`src/hdl/dcf_pkg.sv`:
```
package dcf_pkg;

    // configuration register indexes
    localparam int CFG_IDX_W = 3;
    localparam logic [CFG_IDX_W-1:0] CFG_ZERO_MIN = 3'd0;
    localparam logic [CFG_IDX_W-1:0] CFG_ZERO_MAX = 3'd1;
    localparam logic [CFG_IDX_W-1:0] CFG_ONE_MIN  = 3'd2;
    localparam logic [CFG_IDX_W-1:0] CFG_ONE_MAX  = 3'd3;
    localparam logic [CFG_IDX_W-1:0] CFG_GAP_MIN  = 3'd4;
    localparam logic [CFG_IDX_W-1:0] CFG_GAP_MAX  = 3'd5;

    localparam int CFG_DATA_W = 8;

    localparam logic [7:0] ZERO_MIN_RST = 8'd9;
    localparam logic [7:0] ZERO_MAX_RST = 8'd11;
    localparam logic [7:0] ONE_MIN_RST  = 8'd19;
    localparam logic [7:0] ONE_MAX_RST  = 8'd21;
    localparam logic [7:0] GAP_MIN_RST  = 8'd199;
    localparam logic [7:0] GAP_MAX_RST  = 8'd201;

    localparam logic [7:0] GAP_LIMIT   = 8'd250;
    localparam logic [7:0] PULSE_LIMIT = 8'd255;

    // result event codes
    localparam logic [2:0] EV_NONE   = 3'd0;
    localparam logic [2:0] EV_MARKER = 3'd1;
    localparam logic [2:0] EV_BIT    = 3'd2;
    localparam logic [2:0] EV_ERROR  = 3'd3;
    localparam logic [2:0] EV_FRAME  = 3'd4;

    // frame field sequence
    localparam logic [3:0] FS_INIT    = 4'd0;
    localparam logic [3:0] FS_BULK    = 4'd1;
    localparam logic [3:0] FS_STATUS  = 4'd2;
    localparam logic [3:0] FS_MINUTE  = 4'd3;
    localparam logic [3:0] FS_HOUR    = 4'd4;
    localparam logic [3:0] FS_DOM     = 4'd5;
    localparam logic [3:0] FS_DOW     = 4'd6;
    localparam logic [3:0] FS_MONTH   = 4'd7;
    localparam logic [3:0] FS_YEAR    = 4'd8;
    localparam logic [3:0] FS_DATEPAR = 4'd9;

    localparam logic [3:0] BULK_BITS   = 4'd14;
    localparam logic [3:0] STATUS_BITS = 4'd6;
    localparam logic [3:0] MINUTE_BITS = 4'd8;
    localparam logic [3:0] HOUR_BITS   = 4'd7;
    localparam logic [3:0] DOM_BITS    = 4'd6;
    localparam logic [3:0] DOW_BITS    = 4'd3;
    localparam logic [3:0] MONTH_BITS  = 4'd5;
    localparam logic [3:0] YEAR_BITS   = 4'd8;
    localparam logic [3:0] COUNT_LIMIT = 4'd15;

    // status bit positions announcing summer and winter time
    localparam int SUMMER_BIT = 2;
    localparam int WINTER_BIT = 3;

    localparam logic [11:0] CENTURY = 12'd2000;

    // queue between classifier and frame decoder (depth a power of two)
    localparam int FIFO_DEPTH = 2;
    localparam int FIFO_AW    = $clog2(FIFO_DEPTH);
    localparam int FIFO_CW    = $clog2(FIFO_DEPTH + 1);

    typedef struct packed {
        logic marker;
        logic error;
        logic valid;
        logic bit_val;
    } token_t;

    function automatic logic [7:0] bcd8(input logic [7:0] s);
        logic [7:0] lo;
        logic [7:0] hi;
        lo = {4'd0, s[3:0]};
        hi = {4'd0, s[7:4]};
        return lo + hi * 8'd10;
    endfunction

endpackage

```
`src/hdl/dcf_front.sv`:
```
module dcf_front (
    input  logic                                clk,
    input  logic                                rst_n,
    input  logic                                in_valid,
    output logic                                in_stall,
    input  logic                                level,
    input  logic                                cfg_write_en,
    input  logic [dcf_pkg::CFG_IDX_W-1:0]       cfg_index,
    input  logic [dcf_pkg::CFG_DATA_W-1:0]      cfg_data,
    output dcf_pkg::token_t                     tok,
    output logic                                tok_push,
    input  logic                                fifo_full
);
    import dcf_pkg::*;

    logic [7:0] zero_min_reg;
    logic [7:0] zero_max_reg;
    logic [7:0] one_min_reg;
    logic [7:0] one_max_reg;
    logic [7:0] gap_min_reg;
    logic [7:0] gap_max_reg;
    logic [7:0] pulse_reg;
    logic [7:0] pulse_next;
    logic [7:0] gap_reg;
    logic [7:0] gap_next;
    logic       in_zero;
    logic       in_one;
    logic       in_marker;

    assign in_stall = fifo_full;
    assign tok_push = in_valid && !fifo_full;

    assign in_zero   = (pulse_reg >= zero_min_reg) && (pulse_reg <= zero_max_reg);
    assign in_one    = (pulse_reg >= one_min_reg) && (pulse_reg <= one_max_reg);
    assign in_marker = (gap_reg >= gap_min_reg) && (gap_reg <= gap_max_reg);

    always_comb
    begin
        tok = '0;
        if (level)
        begin
            tok.marker = (pulse_reg == 8'd0) && in_marker;
        end
        else
        begin
            // bit 0 window has priority over bit 1 window
            if (in_zero)
            begin
                tok.valid = 1'b1;
            end
            else if (in_one)
            begin
                tok.valid   = 1'b1;
                tok.bit_val = 1'b1;
            end
            else
            begin
                tok.error = (pulse_reg != 8'd0);
            end
        end
    end

    always_comb
    begin
        if (level)
        begin
            pulse_next = (pulse_reg < PULSE_LIMIT) ? pulse_reg + 8'd1 : pulse_reg;
        end
        else
        begin
            pulse_next = 8'd0;
        end
        // a rising edge restarts the gap count, which then counts this tick
        if (level && (pulse_reg == 8'd0))
        begin
            gap_next = 8'd1;
        end
        else
        begin
            gap_next = (gap_reg < GAP_LIMIT) ? gap_reg + 8'd1 : gap_reg;
        end
    end

    always_ff @(posedge clk or negedge rst_n)
    begin
        if (!rst_n)
        begin
            pulse_reg <= '0;
            gap_reg   <= '0;
        end
        else if (tok_push)
        begin
            pulse_reg <= pulse_next;
            gap_reg   <= gap_next;
        end
    end

    always_ff @(posedge clk or negedge rst_n)
    begin
        if (!rst_n)
        begin
            zero_min_reg <= ZERO_MIN_RST;
            zero_max_reg <= ZERO_MAX_RST;
            one_min_reg  <= ONE_MIN_RST;
            one_max_reg  <= ONE_MAX_RST;
            gap_min_reg  <= GAP_MIN_RST;
            gap_max_reg  <= GAP_MAX_RST;
        end
        else if (cfg_write_en)
        begin
            case (cfg_index)
                CFG_ZERO_MIN: zero_min_reg <= cfg_data;
                CFG_ZERO_MAX: zero_max_reg <= cfg_data;
                CFG_ONE_MIN:  one_min_reg  <= cfg_data;
                CFG_ONE_MAX:  one_max_reg  <= cfg_data;
                CFG_GAP_MIN:  gap_min_reg  <= cfg_data;
                CFG_GAP_MAX:  gap_max_reg  <= cfg_data;
                default:      ;
            endcase
        end
    end

endmodule

```
`src/hdl/dcf_fifo.sv`:
```
module dcf_fifo (
    input  logic            clk,
    input  logic            rst_n,
    input  logic            push,
    input  dcf_pkg::token_t push_data,
    output logic            full,
    input  logic            pop,
    output dcf_pkg::token_t pop_data,
    output logic            empty
);
    import dcf_pkg::*;

    token_t               mem_reg [FIFO_DEPTH];
    logic [FIFO_AW-1:0]   wr_ptr_reg;
    logic [FIFO_AW-1:0]   rd_ptr_reg;
    logic [FIFO_CW-1:0]   count_reg;
    logic [FIFO_CW-1:0]   count_next;

    assign full     = (count_reg == FIFO_CW'(FIFO_DEPTH));
    assign empty    = (count_reg == '0);
    assign pop_data = mem_reg[rd_ptr_reg];

    always_comb
    begin
        count_next = count_reg;
        if (push && !pop)
        begin
            count_next = count_reg + FIFO_CW'(1);
        end
        else if (pop && !push)
        begin
            count_next = count_reg - FIFO_CW'(1);
        end
    end

    always_ff @(posedge clk or negedge rst_n)
    begin
        if (!rst_n)
        begin
            wr_ptr_reg <= '0;
            rd_ptr_reg <= '0;
            count_reg  <= '0;
        end
        else
        begin
            count_reg <= count_next;
            if (push)
            begin
                wr_ptr_reg <= wr_ptr_reg + 1'b1;
            end
            if (pop)
            begin
                rd_ptr_reg <= rd_ptr_reg + 1'b1;
            end
        end
    end

    always_ff @(posedge clk)
    begin
        if (push)
        begin
            mem_reg[wr_ptr_reg] <= push_data;
        end
    end

endmodule

```
`src/hdl/dcf_back.sv`:
```
module dcf_back (
    input  logic            clk,
    input  logic            rst_n,
    input  dcf_pkg::token_t tok,
    input  logic            fifo_empty,
    output logic            tok_pop,
    output logic            out_valid,
    input  logic            out_stall,
    output logic [2:0]      event_res,
    output logic            bit_value,
    output logic [6:0]      minute,
    output logic [5:0]      hour,
    output logic [5:0]      day,
    output logic [4:0]      month,
    output logic [11:0]     year,
    output logic            summer_time,
    output logic            in_sync
);
    import dcf_pkg::*;

    logic        valid_reg;
    logic [2:0]  event_reg;
    logic [2:0]  event_next;
    logic        bit_reg;
    logic        bit_next;
    logic        synced_reg;
    logic        synced_next;
    logic [3:0]  state_reg;
    logic [3:0]  state_next;
    logic [7:0]  sym_reg;
    logic [7:0]  sym_next;
    logic [3:0]  count_reg;
    logic [3:0]  count_next;
    logic [2:0]  dpar_reg;
    logic [2:0]  dpar_next;
    logic        skip_reg;
    logic        skip_next;
    logic        summer_reg;
    logic        summer_next;
    logic [6:0]  minute_reg;
    logic [6:0]  minute_next;
    logic [5:0]  hour_reg;
    logic [5:0]  hour_next;
    logic [5:0]  day_reg;
    logic [5:0]  day_next;
    logic [4:0]  month_reg;
    logic [4:0]  month_next;
    logic [11:0] year_reg;
    logic [11:0] year_next;

    assign tok_pop = !fifo_empty && (!valid_reg || !out_stall);

    assign out_valid   = valid_reg;
    assign event_res   = event_reg;
    assign bit_value   = bit_reg;
    assign minute      = minute_reg;
    assign hour        = hour_reg;
    assign day         = day_reg;
    assign month       = month_reg;
    assign year        = year_reg;
    assign summer_time = summer_reg;
    assign in_sync     = synced_reg;

    always_comb
    begin
        logic [3:0] fs;
        logic [7:0] sb;
        logic [3:0] sc;
        logic       par;
        logic [7:0] dec;
        logic       done;

        event_next  = EV_NONE;
        bit_next    = 1'b0;
        synced_next = synced_reg;
        state_next  = state_reg;
        sym_next    = sym_reg;
        count_next  = count_reg;
        dpar_next   = dpar_reg;
        skip_next   = skip_reg;
        summer_next = summer_reg;
        minute_next = minute_reg;
        hour_next   = hour_reg;
        day_next    = day_reg;
        month_next  = month_reg;
        year_next   = year_reg;
        fs   = state_reg;
        sb   = sym_reg;
        sc   = count_reg;
        par  = 1'b0;
        dec  = '0;
        done = 1'b0;

        if (tok.marker)
        begin
            synced_next = 1'b1;
            state_next  = FS_INIT;
            skip_next   = 1'b1;
            event_next  = EV_MARKER;
        end
        else if (tok.error)
        begin
            synced_next = 1'b0;
            event_next  = EV_ERROR;
        end
        else if (tok.valid && synced_reg)
        begin
            if (skip_reg)
            begin
                skip_next = 1'b0;
            end
            else
            begin
                if (fs == FS_INIT)
                begin
                    fs = FS_BULK;
                    sb = '0;
                    sc = '0;
                end
                // bulk bits beyond the eighth are counted but not kept
                if (tok.bit_val && (sc < 4'd8))
                begin
                    sb[sc[2:0]] = 1'b1;
                end
                if (sc < COUNT_LIMIT)
                begin
                    sc = sc + 4'd1;
                end
                par = ^sb;
                state_next = fs;
                case (fs)
                    FS_BULK:
                    begin
                        if (sc == BULK_BITS)
                        begin
                            state_next = FS_STATUS;
                        end
                    end
                    FS_STATUS:
                    begin
                        if (sc == STATUS_BITS)
                        begin
                            if (sb[SUMMER_BIT] && !sb[WINTER_BIT])
                            begin
                                summer_next = 1'b1;
                            end
                            else if (sb[WINTER_BIT] && !sb[SUMMER_BIT])
                            begin
                                summer_next = 1'b0;
                            end
                            state_next = FS_MINUTE;
                        end
                    end
                    FS_MINUTE:
                    begin
                        if (sc == MINUTE_BITS)
                        begin
                            dec = bcd8(sb & 8'h7F);
                            minute_next = dec[6:0];
                            if (par)
                            begin
                                synced_next = 1'b0;
                            end
                            state_next = FS_HOUR;
                        end
                    end
                    FS_HOUR:
                    begin
                        if (sc == HOUR_BITS)
                        begin
                            dec = bcd8(sb & 8'h3F);
                            hour_next = dec[5:0];
                            if (par)
                            begin
                                synced_next = 1'b0;
                            end
                            dpar_next  = '0;
                            state_next = FS_DOM;
                        end
                    end
                    FS_DOM:
                    begin
                        if (sc == DOM_BITS)
                        begin
                            dec = bcd8(sb);
                            day_next   = dec[5:0];
                            dpar_next  = dpar_reg + {2'b00, par};
                            state_next = FS_DOW;
                        end
                    end
                    FS_DOW:
                    begin
                        if (sc == DOW_BITS)
                        begin
                            dpar_next  = dpar_reg + {2'b00, par};
                            state_next = FS_MONTH;
                        end
                    end
                    FS_MONTH:
                    begin
                        if (sc == MONTH_BITS)
                        begin
                            dec = bcd8(sb);
                            month_next = dec[4:0];
                            dpar_next  = dpar_reg + {2'b00, par};
                            state_next = FS_YEAR;
                        end
                    end
                    FS_YEAR:
                    begin
                        if (sc == YEAR_BITS)
                        begin
                            dec = bcd8(sb);
                            year_next  = CENTURY + {4'd0, dec};
                            dpar_next  = dpar_reg + {2'b00, par};
                            state_next = FS_DATEPAR;
                        end
                    end
                    FS_DATEPAR:
                    begin
                        dpar_next = dpar_reg + {2'b00, par};
                        if (dpar_next[0])
                        begin
                            synced_next = 1'b0;
                        end
                        state_next = FS_BULK;
                        done = 1'b1;
                    end
                    default:
                    begin
                        state_next = FS_BULK;
                    end
                endcase
                // a new field starts with an empty symbol
                if (state_next != fs || done)
                begin
                    sym_next   = '0;
                    count_next = '0;
                end
                else
                begin
                    sym_next   = sb;
                    count_next = sc;
                end
                event_next = done ? EV_FRAME : EV_BIT;
                bit_next   = tok.bit_val;
            end
        end
    end

    always_ff @(posedge clk or negedge rst_n)
    begin
        if (!rst_n)
        begin
            valid_reg  <= 1'b0;
            synced_reg <= 1'b0;
            state_reg  <= FS_INIT;
            sym_reg    <= '0;
            count_reg  <= '0;
            dpar_reg   <= '0;
            skip_reg   <= 1'b0;
            summer_reg <= 1'b0;
            minute_reg <= '0;
            hour_reg   <= '0;
            day_reg    <= '0;
            month_reg  <= '0;
            year_reg   <= '0;
            event_reg  <= EV_NONE;
            bit_reg    <= 1'b0;
        end
        else
        begin
            if (tok_pop)
            begin
                valid_reg  <= 1'b1;
                synced_reg <= synced_next;
                state_reg  <= state_next;
                sym_reg    <= sym_next;
                count_reg  <= count_next;
                dpar_reg   <= dpar_next;
                skip_reg   <= skip_next;
                summer_reg <= summer_next;
                minute_reg <= minute_next;
                hour_reg   <= hour_next;
                day_reg    <= day_next;
                month_reg  <= month_next;
                year_reg   <= year_next;
                event_reg  <= event_next;
                bit_reg    <= bit_next;
            end
            else if (!out_stall)
            begin
                valid_reg <= 1'b0;
            end
        end
    end

endmodule

```
`src/hdl/dcf77_pulse_and_frame_decoder.sv`:
```
// Time code decoder for a long-wave receiver: give it one receiver level sample per
// transaction (nominally one every 10 ms) and it returns exactly one result for each,
// carrying an event (none, minute marker, bit taken, pulse error, frame complete),
// the classified bit and the last decoded minute, hour, day, month, year and
// summer-time flag together with the sync status. A sample is taken every clock cycle
// unless the classifier stalls; its result is registered when the frame decoder pops
// the classified pulse from the two-entry queue behind the pulse classifier. The
// classifier stalls only when that queue is full, so a stalled result output costs at
// most two further samples of headroom. Pulse and marker windows are set through the
// write port while no transaction is outstanding. The block does not enforce this.
module dcf77_pulse_and_frame_decoder (
    input  logic                           clk,
    input  logic                           rst_n,
    input  logic                           in_valid,
    output logic                           in_stall,
    input  logic                           level,
    output logic                           out_valid,
    input  logic                           out_stall,
    output logic [2:0]                     event_res,
    output logic                           bit_value,
    output logic [6:0]                     minute,
    output logic [5:0]                     hour,
    output logic [5:0]                     day,
    output logic [4:0]                     month,
    output logic [11:0]                    year,
    output logic                           summer_time,
    output logic                           in_sync,
    input  logic                           cfg_write_en,
    input  logic [dcf_pkg::CFG_IDX_W-1:0]  cfg_index,
    input  logic [dcf_pkg::CFG_DATA_W-1:0] cfg_data
);
    import dcf_pkg::*;

    token_t front_tok;
    token_t back_tok;
    logic   tok_push;
    logic   tok_pop;
    logic   fifo_full;
    logic   fifo_empty;

    dcf_front u_front (
        .clk          (clk),
        .rst_n        (rst_n),
        .in_valid     (in_valid),
        .in_stall     (in_stall),
        .level        (level),
        .cfg_write_en (cfg_write_en),
        .cfg_index    (cfg_index),
        .cfg_data     (cfg_data),
        .tok          (front_tok),
        .tok_push     (tok_push),
        .fifo_full    (fifo_full)
    );

    dcf_fifo u_fifo (
        .clk       (clk),
        .rst_n     (rst_n),
        .push      (tok_push),
        .push_data (front_tok),
        .full      (fifo_full),
        .pop       (tok_pop),
        .pop_data  (back_tok),
        .empty     (fifo_empty)
    );

    dcf_back u_back (
        .clk         (clk),
        .rst_n       (rst_n),
        .tok         (back_tok),
        .fifo_empty  (fifo_empty),
        .tok_pop     (tok_pop),
        .out_valid   (out_valid),
        .out_stall   (out_stall),
        .event_res   (event_res),
        .bit_value   (bit_value),
        .minute      (minute),
        .hour        (hour),
        .day         (day),
        .month       (month),
        .year        (year),
        .summer_time (summer_time),
        .in_sync     (in_sync)
    );

endmodule

```
`config.mk`:
```
export PLATFORM = sky130hd
export DESIGN_NAME = dcf77_pulse_and_frame_decoder
export DESIGN_NICKNAME = d
export VERILOG_FILES = /design/src/hdl/dcf_pkg.sv /design/src/hdl/dcf_front.sv /design/src/hdl/dcf_fifo.sv /design/src/hdl/dcf_back.sv /design/src/hdl/dcf77_pulse_and_frame_decoder.sv
export SDC_FILE = /design/constraint.sdc
export NUM_CORES = 1
export LEC_CHECK = 0
export ABC_AREA = 1
export BUFFER_PORTS_ARGS = -buffer_cell sky130_fd_sc_hd__buf_2
export CAP_MARGIN = 40
export CORE_UTILIZATION = 40
export DETAILED_ROUTE_END_ITERATION = 7
export GPL_ROUTABILITY_DRIVEN = 1
export GPL_TIMING_DRIVEN = 0
export SLEW_MARGIN = 20
export SYNTH_ARGS = -nofsm -noshare
export SYNTH_HDL_FRONTEND = slang
export SYNTH_SLANG_ARGS = --single-unit
```
`constraint.sdc`:
```
create_clock -name clk -period 2.9 [get_ports clk]
set_input_delay 0.435 -clock clk [delete_from_list [all_inputs] [get_ports clk]]
set_output_delay 0.435 -clock clk [all_outputs]
set_load 0.05 [all_outputs]
```
---- Word-level counts from Yosys, hierarchy flattened ----
Memories as Yosys holds them, arrays and structs flattened.
Cells that the tools add are included.
word-level totals
  RAM bits ................................ 8
  latch bits .............................. 0
  bits in registers ....................... 131
  ROM bits ................................ 0
  logic and storage cells ................. 246
  output and inout port bits .............. 44
  memories ................................ 1
  bits of input ports ..................... 17
operators by class
  equality and inequality tests ........... 35
  bitwise operators ....................... 4
  shifts and indexed selects .............. 0
  reductions and logical operators ........ 56
  divide/modulo/power cells ............... 0
  add/sub/neg operators ................... 12
  magnitude comparators ................... 12
  multipliers ............................. 3
  multiplexer cells ....................... 97
memories
  memory          words  bits a word  rd ports  clocked after memory_dff  wr ports  RTL line        RTL
  u_fifo.mem_reg  2      4            1         0                         1         dcf_fifo.sv:13  token_t mem_reg [FIFO_DEPTH];
operators with widths
  cell                   number
  $mux 4                 32
  $mux 8                 15
  $reduce_and 7->1       6
  $mux 3                 11
  $mux 1                 32
  $pmux 4 s8             1
  $eq 4x3->1 const B     7
  $ge 8x8->1             3
  $le 8x8->1             3
  $pmux 3 s6             1
  $add 8x1->8 const B    2
  $eq 4x4->1 const B     4
  $lt 8x8->1 const B     2
  $ne 2x1->1 const B     8
  $reduce_and 2->1       8
  $logic_and 1x1->1      14
  $add 11x8->12 const A  1
  $eq 4x2->1 const B     3
  $ne 4x3->1 const B     3
  $reduce_and 11->1      1
  $add 4x8->8            1
  $logic_not 1->1        8
  $logic_not 8->1        1
  $lt 4x4->1 const B     2
  other kinds (39)       50

---- Logic depth before layout (Yosys ltp) ----
  depth after elaboration ................. 24
  depth in mapped cells ................... 21
  mapped depth without buffers ............ 20

---- Hierarchy ----
A second synthesis with hierarchy kept.
second synthesis, totals
  cell total of the unflattened synthesis .. 1039
  area total of the unflattened synthesis .. 8285.4 sq um
by module, submodules not included
  module     sequential area each (sq um)  times used  area each (sq um)  cells an instance
  dcf_front  1626.6                        1           4016.4             507
  dcf_back   1501.4                        1           3777.4             495
  dcf_fifo   340.3                         1           491.7              37

---- Worst setup path after synthesis ----
No wires, ideal clock.
  kind .................................... flip-flop to flip-flop
  from .................................... register u_back.state_reg[1]
  to ...................................... register u_back.year_reg[10] (netlist: u_back.year[10])
  buffers on the path ..................... 1
  cell stages (with the launch flop) ...... 18
  slack ................................... -0.223 ns
  arrival ................................. 3.028 ns
  clock period less this slack ............ 3.123 ns
  library setup time ...................... 0.095 ns
  data required time ...................... 2.805 ns
  cells stage by stage .................... dfrtp_1 buf_6 nor2_4 nand2_8 nand2_2 nand2_4 o21ai_1 ha_1 ha_1 a21oi_1 inv_1 or2_2 nand2_1 inv_1 ha_1 inv_1 nand2_1 o31ai_1
between the ends
  cells in the longest elaborated chain, start to end .. 19
  elaborated cells on any way between the ends .. 42
  those cells by class .................... 3 x add/sub; 1 x mul; 4 x order compare; 2 x eq/ne; 27 x mux; 1 x bitwise; 4 x reduce/logical
RTL lines
  item                                                                   RTL line         RTL
  start, declared                                                        dcf_back.sv:28   logic [3:0] state_reg;
  start signal, assigned                                                 dcf_back.sv:277  state_reg <= state_next;
  $logic_not 4->1                                                        dcf_back.sv:114  if (fs == FS_INIT)
  $mux 4                                                                 dcf_back.sv:114
  $mux 4                                                                 dcf_back.sv:108  if (skip_reg)
  $mux 4                                                                 dcf_back.sv:106  else if (tok.valid && synced_reg)
  $mux 4                                                                 dcf_back.sv:101  else if (tok.error)
  $mux 4                                                                 dcf_back.sv:94   if (tok.marker)
  $lt 3x4->1 (not written as such) / $ge 3x1->1 (equally long branches)  dcf_back.sv:123  sb[sc[2:0]] = 1'b1;
  $logic_and 1x1->1 (not written as such)                                dcf_back.sv:123
  [3 not listed]                                                         n/a
  $mux 8                                                                 dcf_back.sv:121  if (tok.bit_val && (sc < 4'd8))
  $mux 8                                                                 dcf_back.sv:108
  $mux 8                                                                 dcf_back.sv:106
  $mux 8                                                                 dcf_back.sv:101
  $mux 8                                                                 dcf_back.sv:94
  $mul 4x3->7                                                            n/a
  $add 4x8->8                                                            n/a
  $add 11x8->12                                                          dcf_back.sv:214  year_next = CENTURY + {4'd0, dec};
  end signal, assigned                                                   dcf_back.sv:287  year_reg <= year_next;
  end, declared                                                          dcf_back.sv:48   logic [11:0] year_reg;
Several ways; a longest one is shown, not always the timed one. The select of a mux whose other input is x is not followed.
A chain may end at the register's enable or synchronous reset.

---- Worst setup path in the final report ----
  from .................................... register u_back.state_reg[3]
  to ...................................... register u_back.year_reg[7] (netlist: u_back.year[7])
The elaborated chain is that of the path after synthesis.

==> impl_metrics.xml <==
<?xml version="1.0" encoding="UTF-8"?>
<metrics>
  <group name="status">
    <metric name="outcome" unit="">finished with violations</metric>
    <metric name="failing_checks" unit="">negative setup slack</metric>
  </group>
  <group name="worst_setup_path">
    <metric name="critical_path.n_buffers_inverters" unit="">4</metric>
    <metric name="worst_setup_path_end_kind" unit="">register</metric>
    <metric name="critical-path-slowest-cell" unit="">fa_2</metric>
    <metric name="cp_data_arrival_time" unit="ns">3.29</metric>
    <metric name="timing.critical_path.cells" unit="">nor2_4, buf_4, nand2_4, nand4_1, o21ai_4, ha_4, ha_4, inv_2, fa_2, inv_2, xor2_2, buf_4, o21ai_4, o21ai_2, o22a_1</metric>
    <metric name="cp_data_required_time" unit="ns">3.21</metric>
    <metric name="max_stage_delay" unit="ns">0.56</metric>
    <metric name="r2r_setup_slack" unit="ns">-0.08</metric>
    <metric name="setup.worst_path.class" unit="">register to register</metric>
    <metric name="critical-path-top-delay-family" unit="">adder cells</metric>
    <metric name="setup.worst_path.start_class" unit="">register</metric>
    <metric name="path_max_fanout" unit="">4</metric>
  </group>
  <group name="sta">
    <metric name="achievable-frequency" unit="GHz">0.335</metric>
    <metric name="timing.final.setup_violations" unit="">6</metric>
    <metric name="final.min_clock_period" unit="ns">2.98</metric>
    <metric name="worst-slew-pin-transition" unit="ns">0.667</metric>
    <metric name="max-slew-margin-rel" unit="%">55.5</metric>
    <metric name="final-max-slew-violation-count" unit="">0</metric>
    <metric name="hold_violations" unit="">0</metric>
    <metric name="finalCritPeriodShare" unit="%">103</metric>
    <metric name="timing.clock.skew" unit="ns">0.0128</metric>
    <metric name="rsz0062_at_grt" unit="">true</metric>
    <metric name="layout_setup_ws" unit="ns">-0.0846</metric>
  </group>
  <group name="clocking">
    <metric name="clk_pin_slew" unit="ns">0.06</metric>
    <metric name="tritoncts_num_sinks" unit="">136</metric>
    <metric name="clk_latency" unit="ns">0.42</metric>
    <metric name="cts-buffers-inserted" unit="">17</metric>
    <metric name="ctsLongestPathBuffers" unit="">2</metric>
    <metric name="cts.htree.levels" unit="">4</metric>
    <metric name="cts_tree" unit="">built</metric>
    <metric name="clock-root-buffer" unit="">clkbuf_16</metric>
  </group>
  <group name="routing">
    <metric name="detailroute.via_count" unit="">6746</metric>
    <metric name="detailedRoute.firstIterationViolations" unit="">358</metric>
    <metric name="remaining_drc_errors" unit="">0</metric>
    <metric name="route.final.wire_length" unit="um">19200</metric>
    <metric name="antenna_left" unit="">0</metric>
    <metric name="drt-wirelength-per-cell" unit="um">13.9</metric>
    <metric name="first_pass_iters" unit="">7</metric>
    <metric name="via_per_inst" unit="">4.88</metric>
  </group>
  <group name="global_routing">
    <metric name="first_global_vias" unit="">6324</metric>
    <metric name="number_of_antenna_violations_at_the_first_check_in_global_routing" unit="">0</metric>
    <metric name="gr_ovfl_total" unit="">0</metric>
    <metric name="total_global_route_track_usage" unit="%">19.8</metric>
    <metric name="grt_pass1_wl" unit="um">31400</metric>
    <metric name="grt_max_degree" unit="">96</metric>
  </group>
  <group name="final_layout">
    <metric name="area_delta_synth_final" unit="%">22.3</metric>
    <metric name="final_design_area_no_fill" unit="um2">9840</metric>
    <metric name="multi_input_comb_area" unit="um2">4200</metric>
    <metric name="antenna_cells" unit="">0</metric>
    <metric name="nFillCells" unit="">1866</metric>
    <metric name="nNetsFinal" unit="">1190</metric>
    <metric name="largest_register_ff_count" unit="">11</metric>
    <metric name="layout-drive-gt1-share" unit="%">20.7</metric>
    <metric name="area_used_by_sequential_logic_in_the_layout" unit="um2">3470</metric>
  </group>
  <group name="power_and_ir_drop">
    <metric name="totalPowerFinal" unit="uW">6690</metric>
    <metric name="ir_worst_vdd" unit="V">0.000442</metric>
    <metric name="cellPowerDensity" unit="nW/um2">679</metric>
    <metric name="static_leakage" unit="uW">0.00497</metric>
  </group>
  <group name="placement">
    <metric name="rd_place_congestion" unit="">0.901</metric>
    <metric name="detailedPlacementHpwl" unit="um">13700</metric>
    <metric name="placedInstanceArea" unit="um2">8780</metric>
    <metric name="buffers_added_on_ports" unit="">59</metric>
  </group>
  <group name="synth">
    <metric name="post_synth_num_cell_types" unit="">55</metric>
    <metric name="synth_fp_nets" unit="">1077</metric>
    <metric name="yosysWarnings" unit="">0</metric>
    <metric name="synth.yosys.seq_area_share" unit="%">43.1</metric>
    <metric name="synth-async-reset-ratio" unit="%">94.1</metric>
    <metric name="postSynthRegisterBits" unit="">136</metric>
    <metric name="synth_edf_count" unit="">8</metric>
    <metric name="postSynthAreaPerCell" unit="um2">8.12</metric>
    <metric name="netlist_area" unit="um2">8050</metric>
    <metric name="syn-instance-count" unit="">992</metric>
    <metric name="synthFlopType" unit="">dfrtp_1</metric>
  </group>
  <group name="run">
    <metric name="cap_viol_max_count" unit="">0</metric>
  </group>
  <group name="floorplanning">
    <metric name="die_height" unit="um">144</metric>
    <metric name="fp-row-count" unit="">51</metric>
    <metric name="initial_core_util" unit="%">41.1</metric>
    <metric name="die-area" unit="um2">20700</metric>
    <metric name="core_area" unit="um2">19600</metric>
    <metric name="chipWidth" unit="um">144</metric>
    <metric name="floorplan.io_pins" unit="">61</metric>
  </group>
  <group name="worst_hold_path">
    <metric name="min_path_type" unit="">primary input to register</metric>
  </group>
</metrics>
## worst min-delay path, stage by stage
cell and delay, ns:
buf_2 0.07, nand2_1 0.10, nand2_1 0.09
## layer usage
metal | GRT usage [%] | share of wire (%)
met2 | 34.0 | 50
met1 | 25.2 | 46
met4 | 5.26 | 1.1
met3 | 3.90 | 3.5
met5 | 0 | 0
## report_power, final
part | total, uW | leakage (uW) | switching [uW] | internal, uW
registers | 2500 | 0.00172 | 227 | 2270
logic | 2120 | 0.00298 | 1380 | 741
clock network | 2080 | 0.000264 | 865 | 1210
## path summary, 6_finish.rpt
kind	to	startpoint	depth (start not counted)
worst min register to register	u_back.minute[2]	u_back.minute[2]	2
worst max register to register	u_back.year[7]	u_back.state_reg[3]	15
min in group asynchronous	u_back.state_reg[3]	rst_n	2
worst min-delay path	u_back.out_valid	out_stall	3
max in group asynchronous	u_front.gap_max_reg[0]	rst_n	3
worst max-delay path	u_back.year[7]	u_back.state_reg[3]	15
## area by class of cell
| type | count | share of cell area (%) |
|---|---|---|
| plain buffers | 19 | 1.03 |
| clock buffers | 20 | 4.54 |
| clock inverters | 12 | 1.17 |
| inverters | 156 | 5.97 |
| multi-input cells | 681 | 42.6 |
| flip-flops and latches | 136 | 35.2 |
| well taps | 265 | 3.37 |
| repair buffers | 94 | 6.04 |
## metrics by stage
stage               setup TNS (ns)  cells  worst slack (ns)  hold WS [ns]  utilization (%)
global route                 -1.38   1383            -0.198         0.332             50.3
CTS                         -0.281   1377           -0.0853         0.305             49.6
finish                      -0.252   1383           -0.0846         0.311             50.3
global placement            -50.45   1316            -0.473         0.453             44.6
detailed placement           -3.58   1317            -0.426         0.321             44.8
floorplan                   -0.146    992           -0.0722         0.139                -
## cells in the final DEF, fill, tap and decap left out, types with 10 or more instances in the layout
cell,instances
nor2_1,60
clkbuf_16,17
ha_1,61
nor3_1,16
dfstp_2,20
nand2_1,237
inv_2,13
inv_1,142
buf_2,61
buf_4,34
clkbuf_1,14
a21oi_1,40
o21ai_0,103
nand2_2,10
dfrtp_1,107
nand3_1,34
## what timing repair did
item,4_1_cts,5_1_grt
hold buffers,1,0
endpoints found under the setup margin,34,42
buffers inserted,26,7
gates cloned,1,0
endpoints found under the hold margin,33,0
pin swaps,25,21
gates resized for setup,34,25
## cells in the mapped netlist (all sizes together) (7+ instances only)
| library cell | count | share of area [%] |
|---|---|---|
| a21oi | 44 | 2.8 |
| buf | 8 | 0.71 |
| clkbuf | 12 | 0.56 |
| dfrtp | 108 | 34 |
| dfstp | 20 | 6.5 |
| edfxtp | 8 | 3.0 |
| ha | 66 | 10 |
| inv | 156 | 7.3 |
| nand2 | 253 | 12 |
| nand3 | 39 | 2.5 |
| nand3b | 7 | 0.65 |
| nand4 | 11 | 1.1 |
| nor2 | 73 | 3.8 |
| nor3 | 16 | 0.99 |
| o21ai | 114 | 7.4 |
| xnor2 | 8 | 1.1 |
| xor2 | 9 | 1.3 |
## cell families (layout without fill, tap and decap cells)
logic type | Yosys count | in the layout | share of synthesized area, %
AOI/OAI and AO/OA | 183 | 183 | 12.6
xor gates and xnor gates | 17 | 17 | 2.36
adders and majority gates | 68 | 68 | 10.8
buffers and inverters | 176 | 301 | 8.55
DFF | 136 | 136 | 43.1
muxes | 4 | 4 | 0.497
and+or+nand+nor | 408 | 409 | 22.2
No activity file was read; power rests on OpenSTA's default activity.
